**src/rtl/bgc_pkg.sv**
```systemverilog
package bgc_pkg;

  // Number of buttons tracked by the classifier.
  localparam int BUTTONS = 4;
  localparam int BTN_W   = (BUTTONS > 1) ? $clog2(BUTTONS) : 1;

  // Configuration port geometry: three registers at 4-byte spacing.
  localparam int CFG_AW = 4;
  localparam int CFG_DW = 32;

  // Input operation codes.
  typedef enum logic [1:0] {
    OP_PRESS   = 2'd0,
    OP_RELEASE = 2'd1,
    OP_POLL    = 2'd2
  } op_t;

  // Result event kinds.
  typedef enum logic [1:0] {
    EV_SINGLE = 2'd0,
    EV_DOUBLE = 2'd1,
    EV_LONG   = 2'd2
  } ev_t;

  // Per-button gesture state.
  typedef enum logic [2:0] {
    G_IDLE      = 3'd0,
    G_PRESSED   = 3'd1,
    G_SHORT_REL = 3'd2,
    G_SECOND    = 3'd3,
    G_LONG      = 3'd4
  } gesture_t;

  // Configuration register indexes.
  typedef enum logic [1:0] {
    REG_DEBOUNCE = 2'd0,
    REG_LONG     = 2'd1,
    REG_DOUBLE   = 2'd2
  } reg_idx_t;

  // Timing settings handed from the register block to the engine.
  typedef struct packed {
    logic [15:0] debounce_ms;
    logic [15:0] long_press_ms;
    logic [15:0] double_window_ms;
  } cfg_t;

  // One input beat as held in the input register.
  typedef struct packed {
    logic [1:0]  operation;
    logic [1:0]  button_index;
    logic [31:0] now_ms;
  } item_t;

endpackage

```
**src/rtl/bgc_if.sv**
```systemverilog
// Input channel: one press, release or poll beat.
interface bgc_in_if;
  logic        valid;
  logic        ready;
  logic [1:0]  operation;
  logic [1:0]  button_index;
  logic [31:0] now_ms;

  modport source (output valid, output operation, output button_index, output now_ms,
                  input ready);
  modport sink (input valid, input operation, input button_index, input now_ms,
                output ready);
endinterface

// Result channel: one classified gesture event.
interface bgc_out_if;
  logic       valid;
  logic       ready;
  logic [1:0] event_button;
  logic [1:0] event_kind;

  modport source (output valid, output event_button, output event_kind, input ready);
  modport sink (input valid, input event_button, input event_kind, output ready);
endinterface

```
**src/rtl/bgc_cfg.sv**
```systemverilog
module bgc_cfg (
  input  logic                         clk,
  input  logic                         rst_n,
  input  logic                         psel,
  input  logic                         penable,
  input  logic                         pwrite,
  input  logic [bgc_pkg::CFG_AW-1:0]   paddr,
  input  logic [bgc_pkg::CFG_DW-1:0]   pwdata,
  output logic [bgc_pkg::CFG_DW-1:0]   prdata,
  output logic                         pready,
  output bgc_pkg::cfg_t                cfg
);
  import bgc_pkg::*;

  cfg_t     cfg_r;
  reg_idx_t reg_idx;
  logic     wr_en;

  assign pready  = 1'b1;
  assign reg_idx = reg_idx_t'(paddr[3:2]);
  assign wr_en   = psel && penable && pwrite;

  // Register writes; the upper half of the data word is dropped.
  always_ff @(posedge clk) begin
    if (!rst_n) begin
      cfg_r.debounce_ms      <= 16'd20;
      cfg_r.long_press_ms    <= 16'd1000;
      cfg_r.double_window_ms <= 16'd300;
    end else if (wr_en) begin
      case (reg_idx)
        REG_DEBOUNCE: cfg_r.debounce_ms      <= pwdata[15:0];
        REG_LONG:     cfg_r.long_press_ms    <= pwdata[15:0];
        REG_DOUBLE:   cfg_r.double_window_ms <= pwdata[15:0];
        default: ;
      endcase
    end
  end

  // Read mux; the unmapped slot at 0xC reads as zero.
  always_comb begin
    case (reg_idx)
      REG_DEBOUNCE: prdata = {16'd0, cfg_r.debounce_ms};
      REG_LONG:     prdata = {16'd0, cfg_r.long_press_ms};
      REG_DOUBLE:   prdata = {16'd0, cfg_r.double_window_ms};
      default:      prdata = '0;
    endcase
  end

  assign cfg = cfg_r;

endmodule

```
**src/rtl/bgc_engine.sv**
```systemverilog
module bgc_engine (
  input  logic            clk,
  input  logic            rst_n,
  input  bgc_pkg::cfg_t   cfg,
  input  logic            item_valid,
  input  bgc_pkg::item_t  item,
  output logic            item_ready,
  bgc_out_if.source       out_ch
);
  import bgc_pkg::*;

  // Per-button state and stamps.
  gesture_t          state_r   [BUTTONS];
  logic [31:0]       press_r   [BUTTONS];
  logic [31:0]       release_r [BUTTONS];
  logic [31:0]       last_r    [BUTTONS];
  logic [BTN_W-1:0]  ptr_r;

  logic              out_valid_r;
  logic [1:0]        out_button_r;
  ev_t               out_kind_r;

  op_t               op;
  logic              go;
  logic              in_range;
  logic              is_edge;
  logic              edge_ok;
  logic [BTN_W-1:0]  sel;
  gesture_t          st;
  gesture_t          st_nxt;
  logic [31:0]       press_age;
  logic [31:0]       rel_age;
  logic [31:0]       edge_age;
  logic [31:0]       press_nxt;
  logic [31:0]       release_nxt;
  logic              ev_valid;
  ev_t               ev_kind;
  logic [BTN_W-1:0]  ptr_nxt;

  // The item moves on whenever the result register is free or being drained.
  assign item_ready = !out_valid_r || out_ch.ready;
  assign go         = item_valid && item_ready;

  // Operand selection: polls look at the round-robin button, edges at their own.
  assign op       = op_t'(item.operation);
  assign in_range = {30'd0, item.button_index} < 32'(BUTTONS);
  assign is_edge  = (op == OP_PRESS) || (op == OP_RELEASE);
  assign sel      = (op == OP_POLL) ? ptr_r : BTN_W'(item.button_index);
  assign st       = state_r[sel];

  // Wrapping time differences against the stored stamps.
  assign press_age = item.now_ms - press_r[sel];
  assign rel_age   = item.now_ms - release_r[sel];
  assign edge_age  = item.now_ms - last_r[sel];
  assign edge_ok   = is_edge && in_range && (edge_age >= {16'd0, cfg.debounce_ms});

  // Next gesture state of the selected button.
  always_comb begin
    st_nxt = st;
    case (op)
      OP_PRESS: begin
        if (edge_ok) begin
          case (st)
            G_SHORT_REL:        st_nxt = G_SECOND;
            G_PRESSED, G_SECOND: st_nxt = st;
            default:            st_nxt = G_PRESSED;
          endcase
        end
      end
      OP_RELEASE: begin
        if (edge_ok) begin
          case (st)
            G_PRESSED: st_nxt = G_SHORT_REL;
            default:   st_nxt = G_IDLE;
          endcase
        end
      end
      OP_POLL: begin
        case (st)
          G_SHORT_REL: begin
            if (rel_age >= {16'd0, cfg.double_window_ms}) st_nxt = G_IDLE;
          end
          G_PRESSED, G_SECOND: begin
            if (press_age >= {16'd0, cfg.long_press_ms}) st_nxt = G_LONG;
          end
          default: ;
        endcase
      end
      default: ;
    endcase
  end

  // Stamp updates and the event produced by this item.
  always_comb begin
    press_nxt   = press_r[sel];
    release_nxt = release_r[sel];
    ev_valid    = 1'b0;
    ev_kind     = EV_SINGLE;
    case (op)
      OP_PRESS: begin
        if (edge_ok) begin
          press_nxt = item.now_ms;
          if (st inside {G_IDLE, G_LONG}) release_nxt = '0;
          else if (!(st inside {G_PRESSED, G_SECOND, G_SHORT_REL})) release_nxt = '0;
        end
      end
      OP_RELEASE: begin
        if (edge_ok) begin
          if (st == G_PRESSED) begin
            release_nxt = item.now_ms;
          end else if (st == G_SECOND && press_age < {16'd0, cfg.long_press_ms}) begin
            ev_valid = 1'b1;
            ev_kind  = EV_DOUBLE;
          end
        end
      end
      OP_POLL: begin
        if (st == G_SHORT_REL && rel_age >= {16'd0, cfg.double_window_ms}) begin
          ev_valid = 1'b1;
          ev_kind  = EV_SINGLE;
        end else if ((st == G_PRESSED || st == G_SECOND) &&
                     press_age >= {16'd0, cfg.long_press_ms}) begin
          ev_valid = 1'b1;
          ev_kind  = EV_LONG;
        end
      end
      default: ;
    endcase
  end

  // Round-robin pointer wraps at the button count.
  assign ptr_nxt = (32'(ptr_r) == BUTTONS - 1) ? '0 : BTN_W'(32'(ptr_r) + 1);

  // Button state registers.
  always_ff @(posedge clk) begin
    if (!rst_n) begin
      for (int i = 0; i < BUTTONS; i++) begin
        state_r[i]   <= G_IDLE;
        press_r[i]   <= '0;
        release_r[i] <= '0;
        last_r[i]    <= '0;
      end
      ptr_r <= '0;
    end else if (go) begin
      state_r[sel]   <= st_nxt;
      press_r[sel]   <= press_nxt;
      release_r[sel] <= release_nxt;
      if (edge_ok) last_r[sel] <= item.now_ms;
      if (op == OP_POLL) ptr_r <= ptr_nxt;
    end
  end

  // Result register.
  always_ff @(posedge clk) begin
    if (!rst_n) begin
      out_valid_r <= 1'b0;
    end else if (item_ready) begin
      out_valid_r <= go && ev_valid;
    end
  end

  always_ff @(posedge clk) begin
    if (item_ready) begin
      out_button_r <= 2'(sel);
      out_kind_r   <= ev_kind;
    end
  end

  assign out_ch.valid        = out_valid_r;
  assign out_ch.event_button = out_button_r;
  assign out_ch.event_kind   = out_kind_r;

endmodule

```
**src/rtl/button_gesture_classifier_core.sv**
```systemverilog
// Button gesture classifier. Each input beat is a press edge, a release edge or
// a poll tick with a 32-bit millisecond timestamp; a result beat reports a single,
// double or long press for one button. An item is registered on input and then
// classified combinationally against the per-button state, with the event
// landing in an output register, so one item is accepted every clock cycle while
// results drain. An accepted item passes the input register and then the result
// register before its result is on the output. A result that waits on the output
// holds the classification stage, and once the input register is also full the
// input is refused. Timing registers are written over the APB-style port:
// debounce at 0x0, long-press threshold at 0x4 and double-click window at 0x8,
// 16 bits each; write them only while idle.
module button_gesture_classifier_core (
  input  logic                        clk,
  input  logic                        rst_n,
  bgc_in_if.sink                      in_ch,
  bgc_out_if.source                   out_ch,
  input  logic                        psel,
  input  logic                        penable,
  input  logic                        pwrite,
  input  logic [bgc_pkg::CFG_AW-1:0]  paddr,
  input  logic [bgc_pkg::CFG_DW-1:0]  pwdata,
  output logic [bgc_pkg::CFG_DW-1:0]  prdata,
  output logic                        pready
);
  import bgc_pkg::*;

  cfg_t  cfg;
  logic  s1_valid_r;
  item_t s1_item_r;
  logic  eng_ready;
  logic  in_fire;

  bgc_cfg u_cfg (
    .clk     (clk),
    .rst_n   (rst_n),
    .psel    (psel),
    .penable (penable),
    .pwrite  (pwrite),
    .paddr   (paddr),
    .pwdata  (pwdata),
    .prdata  (prdata),
    .pready  (pready),
    .cfg     (cfg)
  );

  // Input register: refills in the same cycle that the engine takes its item.
  assign in_ch.ready = !s1_valid_r || eng_ready;
  assign in_fire     = in_ch.valid && in_ch.ready;

  always_ff @(posedge clk) begin
    if (!rst_n) begin
      s1_valid_r <= 1'b0;
    end else if (in_ch.ready) begin
      s1_valid_r <= in_ch.valid;
    end
  end

  always_ff @(posedge clk) begin
    if (in_fire) begin
      s1_item_r.operation    <= in_ch.operation;
      s1_item_r.button_index <= in_ch.button_index;
      s1_item_r.now_ms       <= in_ch.now_ms;
    end
  end

  bgc_engine u_engine (
    .clk        (clk),
    .rst_n      (rst_n),
    .cfg        (cfg),
    .item_valid (s1_valid_r),
    .item       (s1_item_r),
    .item_ready (eng_ready),
    .out_ch     (out_ch)
  );

`ifndef NO_ASSERTIONS
  // An empty input register always takes a beat.
  a_empty_ready: assert property (@(posedge clk) disable iff (!rst_n)
    !s1_valid_r |-> in_ch.ready)
    else $error("input refused while the input register is empty");

  // A held item stays put until the engine takes it.
  a_hold_item: assert property (@(posedge clk) disable iff (!rst_n)
    s1_valid_r && !eng_ready |=> s1_valid_r && $stable(s1_item_r))
    else $error("held item lost or changed while engine stalled");

  // Every event kind is a defined one.
  a_kind_legal: assert property (@(posedge clk) disable iff (!rst_n)
    out_ch.valid |-> (out_ch.event_kind == EV_SINGLE || out_ch.event_kind == EV_DOUBLE ||
                      out_ch.event_kind == EV_LONG))
    else $error("undefined event kind on result beat");

  // A new result only follows an item that was held in the input register.
  a_result_source: assert property (@(posedge clk) disable iff (!rst_n)
    $rose(out_ch.valid) |-> $past(s1_valid_r))
    else $error("result appeared without an item");
`endif

endmodule
```
**src/flat_wrapper.sv**
```systemverilog
// flat-port wrapper written by rule: the top's interface ports become plain ports
module button_gesture_classifier_core_flat import bgc_pkg::*;
  (clk, rst_n, psel, penable, pwrite, paddr, pwdata, prdata, pready, in_ch_valid, in_ch_operation, in_ch_button_index, in_ch_now_ms, in_ch_ready, out_ch_valid, out_ch_event_button, out_ch_event_kind, out_ch_ready);
  bgc_in_if in_ch_i ();
  bgc_out_if out_ch_i ();
  input  logic clk;
  input  logic rst_n;
  input  logic psel;
  input  logic penable;
  input  logic pwrite;
  input  logic [bgc_pkg::CFG_AW-1:0] paddr;
  input  logic [bgc_pkg::CFG_DW-1:0] pwdata;
  output logic [bgc_pkg::CFG_DW-1:0] prdata;
  output logic pready;
  input wire logic [$bits(in_ch_i.valid)-1:0] in_ch_valid;
  input wire logic [$bits(in_ch_i.operation)-1:0] in_ch_operation;
  input wire logic [$bits(in_ch_i.button_index)-1:0] in_ch_button_index;
  input wire logic [$bits(in_ch_i.now_ms)-1:0] in_ch_now_ms;
  output wire logic [$bits(in_ch_i.ready)-1:0] in_ch_ready;
  output wire logic [$bits(out_ch_i.valid)-1:0] out_ch_valid;
  output wire logic [$bits(out_ch_i.event_button)-1:0] out_ch_event_button;
  output wire logic [$bits(out_ch_i.event_kind)-1:0] out_ch_event_kind;
  input wire logic [$bits(out_ch_i.ready)-1:0] out_ch_ready;
  assign in_ch_i.valid = in_ch_valid;
  assign in_ch_i.operation = in_ch_operation;
  assign in_ch_i.button_index = in_ch_button_index;
  assign in_ch_i.now_ms = in_ch_now_ms;
  assign in_ch_ready = in_ch_i.ready;
  assign out_ch_valid = out_ch_i.valid;
  assign out_ch_event_button = out_ch_i.event_button;
  assign out_ch_event_kind = out_ch_i.event_kind;
  assign out_ch_i.ready = out_ch_ready;
  button_gesture_classifier_core u_core (.clk(clk), .rst_n(rst_n), .in_ch(in_ch_i), .out_ch(out_ch_i), .psel(psel), .penable(penable), .pwrite(pwrite), .paddr(paddr), .pwdata(pwdata), .prdata(prdata), .pready(pready));
endmodule
```
**config.mk**
```make
export PLATFORM = sky130hd
export DESIGN_NAME = button_gesture_classifier_core_flat
export DESIGN_NICKNAME = d
export VERILOG_FILES = /design/src/rtl/bgc_pkg.sv /design/src/rtl/bgc_if.sv /design/src/rtl/bgc_cfg.sv /design/src/rtl/bgc_engine.sv /design/src/rtl/button_gesture_classifier_core.sv /design/src/flat_wrapper.sv
export SDC_FILE = /design/constraint.sdc
export NUM_CORES = 1
export LEC_CHECK = 0
export ABC_AREA = 0
export BUFFER_PORTS_ARGS = -buffer_cell sky130_fd_sc_hd__buf_2
export CAP_MARGIN = 20
export CORE_MARGIN = 2
export CORE_UTILIZATION = 50
export DETAILED_ROUTE_END_ITERATION = 6
export HOLD_SLACK_MARGIN = 0.15
export PLACE_DENSITY = 0.65
export RECOVER_POWER = 25
export SYNTH_ARGS = -nofsm -noshare
export SYNTH_HDL_FRONTEND = slang
export SYNTH_HIERARCHICAL = 1
export SYNTH_SLANG_ARGS = --single-unit
```
**constraint.sdc**
```tcl
create_clock -name clk -period 18.31 [get_ports clk]
set_input_delay 0.9155 -clock clk [delete_from_list [all_inputs] [get_ports clk]]
set_output_delay 0.9155 -clock clk [all_outputs]
set_load 0.005 [all_outputs]
```
==> reports/metrics.csv <==
metric,value,unit
Worst setup SP type,flop,
GPL Wtd Cong,0.9259,
static leakage,12.50,nW
DRC errors left,0,
ANT cells,0,
post-synthesis average cell area,10.28,µm²
first-pass GRT wire length,126400,µm
Die Span Y,244.9,µm
top routing layer used,met4,
multi-input logic area,13490,µm²
Syn Inst Count,2823,
WP data arrival,9.73,ns
clk slew on worst S/H paths,0.06,ns
sequential cell area,14130,µm²
routed via count,22122,
Metal-1 WL,34260,µm
"Cell Area, Synth",29030,µm²
CTS max path bufs,3,
hold crit path type,in -> reg,
Worst Tran Pin Value,4.047,ns
CTS Buf Count,54,
final hold slack,0.4792,ns
status,"finished, violations left",
gr usage total,0.2751,
initial antenna violation count,0,
area grow syn2layout,9.647,%
initial cell density of the core,0.5040,
Slew Limit Fails,252,
relative slew slack,-1.698,
post-synthesis cell type count,89,
PwrDens,94.45,nW/µm²
RSZ-0062 raised after global routing,false,
fin util,0.5527,
number of flops mapped to enable cells by yosys,436,
Final Hold Fails,0,
vias in the first global route,21911,
Worst Skew,0.03501,ns
maxcap violations,5,
Post-DP HPWL,54960,µm
hold path cells,1,
final setup fails,0,
die width,244.9,µm
worst endpoint required time,18.54,ns
sequential area share after synthesis,0.4869,
clock sinks,488,
Synth area leaders,"edfxtp_1, ha_1, mux4_2",
Root Buffer Master,clkbuf_16,
max frequency,105.2,MHz
met3 wire len,4883,µm
layout cells sized above 1,0.1056,
cts hold-fix bufs,0,
DR WL/cell,22.66,µm
"antenna viol nets, final",0,
DRT Pass-1 Iters,6,
setup bufs post-CTS,0,
htree depth,2,
Routed WL,83000,µm
CP Max Fanout,42,
DR vias/cell,6.039,
critical path class,reg -> reg,
crit path capture type,flop,
ys flop type,edfxtp_1,
failing checks,"capacitance limit, slew limit",
buffers added on ports,82,
Synth Register Bits,488,
"Cell Count, Final, Fillers Out",3663,
Final period util,0.5194,
cell taking the most area after synthesis,edfxtp_1,
die area,59990,µm²
Skew-Pair Late Insertion Delay,0.62,ns
CTS tree,done,
Fillers,5019,
Final Power,3.006,mW
area of the core,57590,µm²
setup TNS,0,ns
DRT iter0 DRCs,1897,
row count,88,
Synth Warn #,6,
nets,3082,
Tmin final,9.509,ns
gr ovfl total,0,
IO Pins,118,
Post-synth ARST share,0,
number of instances in the placed design,3561,
Post-CTS Resized,0,
VDD IR max,73.09,µV
largest net degree at the start of global routing,87,
post-synth top area share,0.4511,
Reg2Reg Depth,24,
WL met2,41750,µm
## cell usage after synthesis, drive strengths merged, types with 6 or more instances
cell,number
dfxtp,52
ha,146
nand4b,6
o21ai,99
a31oi,12
a21oi,127
or3,17
o21a,20
and2,87
o2111ai,7
o211ai,12
clkbuf,113
nand2,360
xor2,26
nand4,34
o21bai,8
nor3,85
nor2b,32
o221ai,6
nor2,284
edfxtp,436
mux2i,109
mux4,69
inv,192
a211oi,23
buf,62
a2bb2oi,30
a211o,7
nand3,115
nor4,12
nand2b,21
o22ai,37
or2,6
nand3b,8
a21o,36
xnor2,35
a2111oi,7
and3,12
## final timing paths
kind	startpoint	to	slack, ns
worst min-delay path	in_ch_now_ms[12]	u_core/s1_item_r[12]	0.48
worst max-delay path	u_core/s1_item_r[34]	u_core/u_engine/last_r[0][26]	8.80
worst min register to register	u_core/u_cfg/cfg[42]	u_core/u_cfg/cfg[42]	0.48
worst max register to register	u_core/s1_item_r[34]	u_core/u_engine/last_r[0][26]	8.80
## power by group
part / switching [mW] / internal (mW)
sequential: 0.0222 / 1.26
clock: 0.450 / 0.605
combinational: 0.417 / 0.249
total: 0.889 / 2.12
## worst max-delay path, stage by stage, from the launching register on
cell and delay [ns]:
edfxtp_1 0.42, inv_1 0.11, ha_1 0.53, mux2i_4 0.11
buf_4 0.32, inv_4 0.46, buf_4 0.50, clkbuf_1 1.83
mux4_2 0.53, inv_1 0.07, ha_1 0.44, nand2_1 0.17
nor2_1 0.17, nand2_1 0.13, a211oi_1 0.57, o221ai_1 0.26
xor2_1 0.18, nand2_1 0.10, nor4_2 0.07, buf_4 0.20
nor3_1 0.59, and3_1 0.24, buf_4 0.36, nand2b_1 0.16
buf_4 0.52
## cells in the final DEF, fill, tap and decap left out, types with 47 or more instances in the layout
cell type,count
ha_1,146
nand2_1,355
nor2_1,283
buf_2,61
nor3_1,83
inv_1,191
o21ai_0,90
mux4_2,69
and2_1,86
a21oi_1,125
mux2i_1,107
clkbuf_16,55
dfxtp_1,52
nand3_1,113
buf_4,47
edfxtp_1,436
## through the flow
stage / setup WS, ns / area (µm²)
3_5_place_dp: 9.425 / 30140
3_3_place_gp: 9.518 / 30140
5_1_grt: 8.403 / 31830
2_1_floorplan: 10.15 / 29080
4_1_cts: 9.414 / 31840
6_report: 8.801 / 31830
## cell families (layout without fill, tap and decap cells)
logic type,after synthesis,after routing,share of synthesized area
XOR/XNOR,61,61,0.01841
flip-flops,488,488,0.4869
AND/OR/NAND/NOR,1095,1095,0.1756
other,2,17,0.0002587
AO/OA/AOI/OAI,479,479,0.1085
buffers and inverters,368,428,0.05263
multiplexers,181,181,0.09272
adder cells (fa/ha/maj),149,149,0.06501
## layer usage
| layer | vias up | GRT usage |
|---|---|---|
| met5 | - | 0 |
| met4 | 0 | 0.08321 |
| met3 | 117 | 0.02854 |
| met2 | 731 | 0.4821 |
| met1 | 11006 | 0.3603 |
| li1 | 10268 | - |
## registers in the layout (all words and copies together), names as in the netlist
register                             count
u_core/u_engine/last_r                 128
u_core/u_engine/press_r                128
u_core/u_engine/release_r              128
u_core/u_cfg/cfg                        48
u_core/s1_item_r                        36
u_core/u_engine/state_r                 12
u_core/u_engine/out_ch.event_button      2
u_core/u_engine/out_ch.event_kind        2
u_core/u_engine/ptr_r                    2
u_core/s1_valid_r                        1
u_core/u_engine/out_ch.valid             1
## layout make-up
cell class | count | area share
clock inverters | 37 | 0.009317
repair buffers | 135 | 0.02544
flip-flops and latches | 488 | 0.4441
multi-input cells | 1982 | 0.4239
clock buffers | 63 | 0.04419
well taps | 765 | 0.03008
inverters | 193 | 0.02300
Note: power is estimated with default switching activity, not from simulation.
